**config.mk**
```make
export PLATFORM = sky130hd
export DESIGN_NAME = variable_partition_allocator
export DESIGN_NICKNAME = d
export VERILOG_FILES = /design/src/rtl/core/vpa_pkg.sv /design/src/rtl/core/vpa_ram.sv /design/src/rtl/core/variable_partition_allocator.sv
export SDC_FILE = /design/constraint.sdc
export NUM_CORES = 2
export LEC_CHECK = 0
export BUFFER_PORTS_ARGS = -buffer_cell sky130_fd_sc_hd__buf_4
export CORE_UTILIZATION = 35
export DETAILED_ROUTE_END_ITERATION = 6
export PLACE_DENSITY = 0.59
export RECOVER_POWER = 50
export SLEW_MARGIN = 20
export SYNTH_ARGS = -nofsm -noshare
export SYNTH_HDL_FRONTEND = slang
export SYNTH_SLANG_ARGS = --single-unit
export TNS_END_PERCENT = 50
```
**constraint.sdc**
```tcl
create_clock -name clk_i -period 6 [get_ports clk_i]
set_input_delay 0.6 -clock clk_i [delete_from_list [all_inputs] [get_ports clk_i]]
set_output_delay 0.6 -clock clk_i [all_outputs]
set_load 0.1 [all_outputs]
```
**src/rtl/core/vpa_pkg.sv**
```systemverilog
// ----------------------------------------------------------------------------
// vpa_pkg
// Shared constants, codes and types of the variable-partition allocator.
// ----------------------------------------------------------------------------
package vpa_pkg;

  localparam int unsigned MemBytes    = 65536;
  localparam int unsigned MaxSegments = 64;

  localparam int unsigned SizeW  = $clog2(MemBytes + 1);
  localparam int unsigned OffW   = $clog2(MemBytes);
  localparam int unsigned IdxW   = $clog2(MaxSegments);
  localparam int unsigned CntW   = $clog2(MaxSegments + 1);
  localparam int unsigned EntryW = OffW + SizeW + 1;

  localparam logic [2:0] StatusOk      = 3'd0;
  localparam logic [2:0] StatusZero    = 3'd1;
  localparam logic [2:0] StatusNoFit   = 3'd2;
  localparam logic [2:0] StatusNoAlloc = 3'd3;
  localparam logic [2:0] StatusFull    = 3'd4;

  localparam logic CmdAlloc   = 1'b0;
  localparam logic CmdRelease = 1'b1;

  typedef struct packed {
    logic [OffW-1:0]  start;
    logic [SizeW-1:0] length;
    logic             is_free;
  } seg_t;

endpackage

```
**src/rtl/core/vpa_ram.sv**
```systemverilog
// ----------------------------------------------------------------------------
// vpa_ram
// Generic single-port synchronous RAM with a registered read.
// ----------------------------------------------------------------------------
module vpa_ram #(
  parameter int unsigned Width = 8,
  parameter int unsigned Depth = 16
) (
  input  logic                     clk_i,
  input  logic                     we_i,
  input  logic [$clog2(Depth)-1:0] addr_i,
  input  logic [Width-1:0]         wdata_i,
  output logic [Width-1:0]         rdata_o
);

  logic [Width-1:0] mem_q [Depth];

  always_ff @(posedge clk_i) begin
    if (we_i) begin
      mem_q[addr_i] <= wdata_i;
    end
    rdata_o <= mem_q[addr_i];
  end

endmodule

```
**src/rtl/core/variable_partition_allocator.sv**
```systemverilog
// ----------------------------------------------------------------------------
// variable_partition_allocator
// Segment-table allocator with first/best fit and coalescing on release.
// ----------------------------------------------------------------------------
// The segment table lives in one single-port RAM, and every command walks it
// one access per cycle. The search reads and checks each segment examined,
// the shift reads and writes each moved entry, and one or two writes store the
// result. The worst case is a best-fit split of the lowest segment of a
// 63-entry table. A zero-size allocation request goes from idle straight to
// the done state. busy_o stays high until the result appears for one cycle on
// done_o. The receiver cannot stall results.
module variable_partition_allocator
  import vpa_pkg::*;
(
  input  logic             clk_i,
  input  logic             rst_ni,
  input  logic             start_i,
  output logic             busy_o,
  input  logic             cfg_we_i,
  input  logic             cfg_wdata_i,
  input  logic             cmd_i,
  input  logic [16:0]      req_size_i,
  input  logic [15:0]      release_offset_i,
  output logic             done_o,
  output logic [2:0]       status_o,
  output logic [15:0]      block_offset_o,
  output logic [6:0]       probes_o,
  output logic [16:0]      free_bytes_o,
  output logic [16:0]      alloc_bytes_o,
  output logic [6:0]       free_blocks_o,
  output logic [6:0]       alloc_blocks_o
);

  typedef enum logic [3:0] {
    ST_INIT, ST_IDLE, ST_SRD, ST_SCHK, ST_GRD, ST_GCHK,
    ST_MRD, ST_MWR, ST_FIN1, ST_FIN2, ST_DONE
  } state_e;

  state_e           state_q;
  logic             strat_q;
  logic             cmd_q;
  logic [SizeW-1:0] size_q;
  logic [OffW-1:0]  roff_q;
  logic [CntW-1:0]  seg_cnt_q, i_q, pick_q, probes_q;
  logic             found_q;
  logic [SizeW-1:0] best_q;
  logic [SizeW-1:0] ftot_q, atot_q;
  logic [CntW-1:0]  fcnt_q, acnt_q;
  seg_t             cur_q, prv_q, nxt_q;  // pick, neighbors
  logic             pf_q;                 // prev free
  logic [CntW-1:0]  j_q, jend_q, k_q;     // shift cursor
  logic             up_q;                 // shift toward higher index
  logic [2:0]       st_q;
  logic [OffW-1:0]  boff_q;
  logic [1:0]       fin_q;

  logic             we;
  logic [IdxW-1:0]  addr;
  seg_t             wdata, rdata;
  logic             next_free;
  logic [CntW-1:0]  rel_k;

  vpa_ram #(.Width(EntryW), .Depth(MaxSegments)) u_ram (
    .clk_i, .we_i(we), .addr_i(addr), .wdata_i(wdata), .rdata_o(rdata)
  );

  // Release resolution; rdata holds entry pick+1 when it exists.
  assign next_free = (pick_q + 1'b1 != seg_cnt_q) && rdata.is_free;
  assign rel_k     = CntW'(pf_q) + CntW'(next_free);

  // Combinational memory port control.
  always_comb begin
    we    = 1'b0;
    addr  = i_q[IdxW-1:0];
    wdata = cur_q;
    unique case (state_q)
      ST_INIT: begin
        we = 1'b1;
        addr = '0;
        wdata = '{start: '0, length: SizeW'(MemBytes), is_free: 1'b1};
      end
      ST_MRD:  addr = IdxW'(up_q ? j_q - 1'b1 : j_q + k_q);
      ST_MWR: begin
        we = 1'b1; addr = j_q[IdxW-1:0]; wdata = rdata;
      end
      ST_FIN1: begin
        we = 1'b1; addr = pick_q[IdxW-1:0]; wdata = cur_q;
      end
      ST_FIN2: begin
        we = 1'b1; addr = pick_q[IdxW-1:0] + 1'b1; wdata = nxt_q;
      end
      default: ;
    endcase
  end

  assign busy_o = (state_q != ST_IDLE);

  always_ff @(posedge clk_i or negedge rst_ni) begin
    if (!rst_ni) begin
      state_q <= ST_INIT;
      strat_q <= 1'b0;
      cmd_q <= CmdAlloc;
      size_q <= '0;
      roff_q <= '0;
      seg_cnt_q <= CntW'(1);
      i_q <= '0;
      pick_q <= '0;
      probes_q <= '0;
      found_q <= 1'b0;
      best_q <= '0;
      ftot_q <= SizeW'(MemBytes);
      atot_q <= '0;
      fcnt_q <= CntW'(1);
      acnt_q <= '0;
      cur_q <= '0;
      prv_q <= '0;
      nxt_q <= '0;
      pf_q <= 1'b0;
      j_q <= '0;
      jend_q <= '0;
      k_q <= '0;
      up_q <= 1'b0;
      st_q <= StatusOk;
      boff_q <= '0;
      fin_q <= '0;
      done_o <= 1'b0;
      status_o <= '0;
      block_offset_o <= '0;
      probes_o <= '0;
      free_bytes_o <= '0;
      alloc_bytes_o <= '0;
      free_blocks_o <= '0;
      alloc_blocks_o <= '0;
    end else begin
      done_o <= 1'b0;
      if (cfg_we_i) begin
        strat_q <= cfg_wdata_i;
      end
      unique case (state_q)
        ST_INIT: state_q <= ST_IDLE;
        ST_IDLE: begin
          if (start_i) begin
            cmd_q <= cmd_i;
            size_q <= req_size_i;
            roff_q <= release_offset_i;
            i_q <= '0;
            probes_q <= '0;
            found_q <= 1'b0;
            boff_q <= '0;
            if (cmd_i == CmdAlloc && req_size_i == '0) begin
              st_q <= StatusZero;
              state_q <= ST_DONE;
            end else begin
              state_q <= ST_SRD;
            end
          end
        end
        ST_SRD: state_q <= ST_SCHK;  // read of entry i_q issued
        ST_SCHK: begin
          if (cmd_q == CmdAlloc) begin
            if (rdata.is_free && rdata.length >= size_q &&
                (!strat_q || !found_q || (rdata.length - size_q) < best_q)) begin
              pick_q <= i_q;
              cur_q <= rdata;
              best_q <= rdata.length - size_q;
              found_q <= 1'b1;
            end
            if (rdata.is_free && rdata.length >= size_q && !strat_q) begin
              i_q <= i_q;
              state_q <= ST_GRD;
            end else begin
              probes_q <= probes_q + 1'b1;
              if (i_q + 1'b1 == seg_cnt_q) begin
                state_q <= ST_GRD;
              end else begin
                i_q <= i_q + 1'b1;
                state_q <= ST_SRD;
              end
            end
          end else begin
            if (!rdata.is_free && rdata.start == roff_q) begin
              pick_q <= i_q;
              cur_q <= rdata;
              found_q <= 1'b1;
              pf_q <= (i_q != '0) && prv_q.is_free;
              i_q <= i_q + 1'b1;
              if (i_q + 1'b1 == seg_cnt_q) begin
                state_q <= ST_GCHK;
              end else begin
                state_q <= ST_GRD;
              end
            end else if (i_q + 1'b1 == seg_cnt_q) begin
              st_q <= StatusNoAlloc;
              state_q <= ST_DONE;
            end else begin
              prv_q <= rdata;
              i_q <= i_q + 1'b1;
              state_q <= ST_SRD;
            end
          end
        end
        ST_GRD: begin
          if (cmd_q == CmdAlloc) begin
            if (!found_q) begin
              st_q <= StatusNoFit;
              state_q <= ST_DONE;
            end else if (cur_q.length == size_q) begin
              cur_q.is_free <= 1'b0;
              fcnt_q <= fcnt_q - 1'b1;
              acnt_q <= acnt_q + 1'b1;
              ftot_q <= ftot_q - size_q;
              atot_q <= atot_q + size_q;
              boff_q <= cur_q.start;
              st_q <= StatusOk;
              fin_q <= 2'd1;
              state_q <= ST_FIN1;
            end else if (seg_cnt_q == CntW'(MaxSegments)) begin
              st_q <= StatusFull;
              state_q <= ST_DONE;
            end else begin
              nxt_q <= '{start: cur_q.start + size_q[OffW-1:0],
                         length: cur_q.length - size_q, is_free: 1'b1};
              cur_q.length <= size_q;
              cur_q.is_free <= 1'b0;
              acnt_q <= acnt_q + 1'b1;
              ftot_q <= ftot_q - size_q;
              atot_q <= atot_q + size_q;
              boff_q <= cur_q.start;
              st_q <= StatusOk;
              seg_cnt_q <= seg_cnt_q + 1'b1;
              fin_q <= 2'd2;
              // Shift entries pick+1 .. count-1 up by one, top first.
              up_q <= 1'b1;
              k_q <= CntW'(1);
              j_q <= seg_cnt_q;
              jend_q <= pick_q + 1'b1;
              if (seg_cnt_q == pick_q + 1'b1) begin
                state_q <= ST_FIN1;
              end else begin
                state_q <= ST_MRD;
              end
            end
          end else begin
            state_q <= ST_GCHK;  // reads next entry of the release
          end
        end
        ST_GCHK: begin
          acnt_q <= acnt_q - 1'b1;
          ftot_q <= ftot_q + cur_q.length;
          atot_q <= atot_q - cur_q.length;
          st_q <= StatusOk;
          if (pf_q && next_free) begin
            fcnt_q <= fcnt_q - 1'b1;
          end else if (!pf_q && !next_free) begin
            fcnt_q <= fcnt_q + 1'b1;
          end
          fin_q <= 2'd1;
          if (pf_q) begin
            cur_q <= '{start: prv_q.start,
                       length: prv_q.length + cur_q.length
                               + (next_free ? rdata.length : '0),
                       is_free: 1'b1};
            pick_q <= pick_q - 1'b1;
          end else begin
            cur_q <= '{start: cur_q.start,
                       length: cur_q.length + (next_free ? rdata.length : '0),
                       is_free: 1'b1};
          end
          // Remove rel_k entries above the merged one, low first.
          up_q <= 1'b0;
          k_q <= rel_k;
          j_q <= pick_q + CntW'(!pf_q);
          jend_q <= seg_cnt_q - rel_k;
          seg_cnt_q <= seg_cnt_q - rel_k;
          if (rel_k == '0 || pick_q + CntW'(!pf_q) == seg_cnt_q - rel_k) begin
            state_q <= ST_FIN1;
          end else begin
            state_q <= ST_MRD;
          end
        end
        ST_MRD: state_q <= ST_MWR;
        ST_MWR: begin
          if (up_q) begin
            if (j_q - 1'b1 == jend_q) begin
              state_q <= ST_FIN1;
            end else begin
              j_q <= j_q - 1'b1;
              state_q <= ST_MRD;
            end
          end else begin
            if (j_q + 1'b1 == jend_q) begin
              state_q <= ST_FIN1;
            end else begin
              j_q <= j_q + 1'b1;
              state_q <= ST_MRD;
            end
          end
        end
        ST_FIN1: state_q <= (fin_q == 2'd2) ? ST_FIN2 : ST_DONE;
        ST_FIN2: state_q <= ST_DONE;
        ST_DONE: begin
          done_o <= 1'b1;
          status_o <= st_q;
          block_offset_o <= (st_q == StatusOk && cmd_q == CmdAlloc) ? boff_q : '0;
          probes_o <= (cmd_q == CmdAlloc && st_q != StatusZero) ? probes_q : '0;
          free_bytes_o <= ftot_q;
          alloc_bytes_o <= atot_q;
          free_blocks_o <= fcnt_q;
          alloc_blocks_o <= acnt_q;
          state_q <= ST_IDLE;
        end
        default: state_q <= ST_IDLE;
      endcase
    end
  end

  assert property (@(posedge clk_i) disable iff (!rst_ni)
    done_o |-> (free_bytes_o + alloc_bytes_o == SizeW'(MemBytes)))
    else $error("byte totals do not cover memory");
  assert property (@(posedge clk_i) disable iff (!rst_ni)
    seg_cnt_q <= CntW'(MaxSegments))
    else $error("segment count overflow");
  assert property (@(posedge clk_i) disable iff (!rst_ni)
    done_o |-> (status_o != StatusOk || probes_o <= seg_cnt_q))
    else $error("probe count beyond table");

endmodule
```
==> flow_summary_export.csv <==
group,metric,value,unit
routing,drt_iter0_markers,12000,
routing,drt_first_pass_iters,7,
sta,slew_headroom,-154,%
setup_path,crit_path_start_kind,"flip-flop",
grt,grt_max_degree,119,
routing,ant_nets,0,
setup_path,max_stage_delay,1.64,ns
die,die-height,557,um
grt,gr-usage-all-layers,25.3,%
synthesis,yosysWarnings,0,
setup_path,critPathRequiredTime,6.72,ns
routing,post_drt_wl_per_cell,32.6,um
setup_path,path_cells,"inv_1 -> buf_4 -> nor2_1 -> and3_1 -> clkbuf_1 -> a222oi_1 -> inv_1 -> buf_4",
die,rows,203,
routing,drc,1,
grt,grt_pass1_wl,556,mm
sta,finalCritPeriodShare,97.1,%
cts,post_cts_buffers,0,
die,dieArea,310000,um^2
synthesis,synth-seq-cells,2559,
die,chipWidth,557,um
synthesis,yosysTopAreaCell,"edfxtp_1",
routing,vias_per_cell,6.04,
finish,final_area,126000,um^2
synthesis,synth_flop_cell,"edfxtp_1",
synthesis,syn-cell-area,108000,um^2
sta,hold_viol,0,
synthesis,ys_seq_area_share,69.3,%
cts,cts_tree,"yes",
sta,setup-violations-final,0,
place,placed_area,117000,um^2
sta,setup_tns,0,ns
cts,cts_root_buf,"clkbuf_16",
place,port_buffers,114,
setup_path,crit_fanout,42,
sta,grt_setup_unrepaired,"false",
cts,h-tree-depth,5,
synthesis,avgSynthCellArea,14.1,um^2
grt,gr-total-overflow,0,
place,place_congestion,0.922,
cts,clock_latency,0.89,ns
setup_path,slowest_stage,"inv_1",
synthesis,yosys-top-cells-area,"edfxtp_1, dfrtp_1, nand2_1",
synthesis,postSynthCellCount,7636,
place,place_hpwl,250,mm
die,fp.coreArea,306000,um^2
setup_path,crit_type,"reg -> reg",
cts,cts_sinks,2559,
min_path,hp-class,"in -> reg",
grt,antenna_found_initial,24,
sta,fmax,0.172,GHz
die,io_pins,115,
routing,via_count,74500,
finish,nNetsFinal,8226,
synthesis,async_flop_share,13.6,%
cts,cts_hold_buf,10,
cts,clock_tree.buffer_depth,4,
sta,worst_pin_slew,3.81,ns
cts,post_cts_resized,0,
cts,path_clk_slew,0.06,ns
finish,syn_to_final_growth,16.6,%
finish,final_cells,12300,
sta,maxSlewViolCount,1544,
synthesis,netlist-cell-type-count,104,
sta,finalCriticalPeriod,5.83,ns
run_status,failed_checks,"DRC, capacitance limit, slew limit",
finish,layout-drive-gt1-share,15.6,%
run_status,status,"finished, violations left",
synthesis,synth_top_area_share,60.6,%
setup_path,cp.arrival,6.54,ns
cts,cts_buffers,277,
grt,first_global_vias,70000,
setup_path,end_kind,"flip-flop",
run,max-cap-violations,31,
place,placed_cells,11800,
synthesis,synth_most_common_cell,"edfxtp_1",
finish,utilization,41.1,%
routing,wl,403,mm
synthesis,syn-num-nets,7853,
sta,skew,0.0968,ns
synthesis,synth_edf_count,2176,
synthesis,synth_commonest_cells,"edfxtp_1, nand2_1, o21ai_0, dfrtp_1, a21oi_1",
die,initial_core_util,35.2,%
[final cells by class]
| class | instances | area, um^2 |
|---|---|---|
| clock buffers | 362 | 7650 |
| repair buffers | 582 | 5030 |
| inverters | 148 | 556 |
| multi-input cells | 4441 | 30900 |
| fillers | 27900 | 180000 |
| flip-flops and latches | 2559 | 74800 |
| clock inverters | 130 | 1620 |
| diodes | 9 | 22.5 |
| well taps | 4100 | 5130 |
[placed cells by master, fill, tap and decap left out, types with 118 or more instances in the layout]
master and n:
nor2_1 204, o21ai_0 383, dfrtp_1 346, edfxtp_1 2176, inv_1 142, nand3_1 186, mux2i_1 151, mux2_2 220
a21oi_1 343, a221oi_1 177, nand2_1 835, clkbuf_16 287, a22oi_1 252, clkbuf_1 159, a31oi_1 118, ha_1 152
buf_4 351
[routing by layer]
layer | global-route usage [%] | wire [um]
met1 | 34.4 | 155000
met2 | 38.6 | 177000
met3 | 5.70 | 49000
met4 | 11.1 | 20600
met5 | 0.602 | 346
[stage by stage]
stage               hold slack [ns]  setup WS (ns)
finish                       0.0534          0.173
global route                 0.0308          0.100
CTS                        0.000525          0.541
detailed placement            0.463          0.561
global placement              0.459          0.452
floorplan                     0.304           1.15
[flip-flops by register name, summed over array words and instances, names as in the netlist, 16 cells and up]
register	count
roff_q	16
free_bytes_o	17
atot_q	17
u_ram.rdata_o	34
ftot_q	17
u_ram.mem_q	2176
block_offset_o	16
nxt_q	34
best_q	17
cur_q	34
size_q	17
boff_q	16
prv_q	34
alloc_bytes_o	17
[cell families (layout without fill, tap and decap cells)]
group	after synthesis	in the layout	synth area share, %
compound gates	1973	1973	12.8
xor+xnor	196	196	1.64
mux	400	400	4.30
other cells	0	9	0
flops	2559	2559	69.3
simple gates	1694	1694	7.03
fa+ha+maj	178	178	2.25
buf+inv	636	1222	2.69
[worst max-delay path, delay by kind of cell, from the launching register on]
| family | cells | cell delay, ns |
|---|---|---|
| flops | 1 | 0.77 |
| simple gates | 2 | 0.51 |
| compound gates | 1 | 0.49 |
| buf+inv | 5 | 3.86 |
[path summary, 6_finish.rpt]
| kind | slack (ns) | startpoint | depth (start not counted) | end |
|---|---|---|---|---|
| min reg2reg | 0.47 | fcnt_q[6] | 1 | fcnt_q[6] |
| max reg2reg | 0.17 | state_q[0] | 8 | u_ram.mem_q[57][2] |
| max in group asynchronous | 1.50 | rst_ni | 3 | boff_q[10] |
| max | 0.17 | state_q[0] | 8 | u_ram.mem_q[57][2] |
| min | 0.05 | req_size_i[15] | 3 | size_q[15] |
| min in group asynchronous | 1.35 | rst_ni | 2 | free_blocks_o[1] |
Power is not shown: default switching activity piles up to over one toggle a cycle in this logic, so the estimate is an artifact.
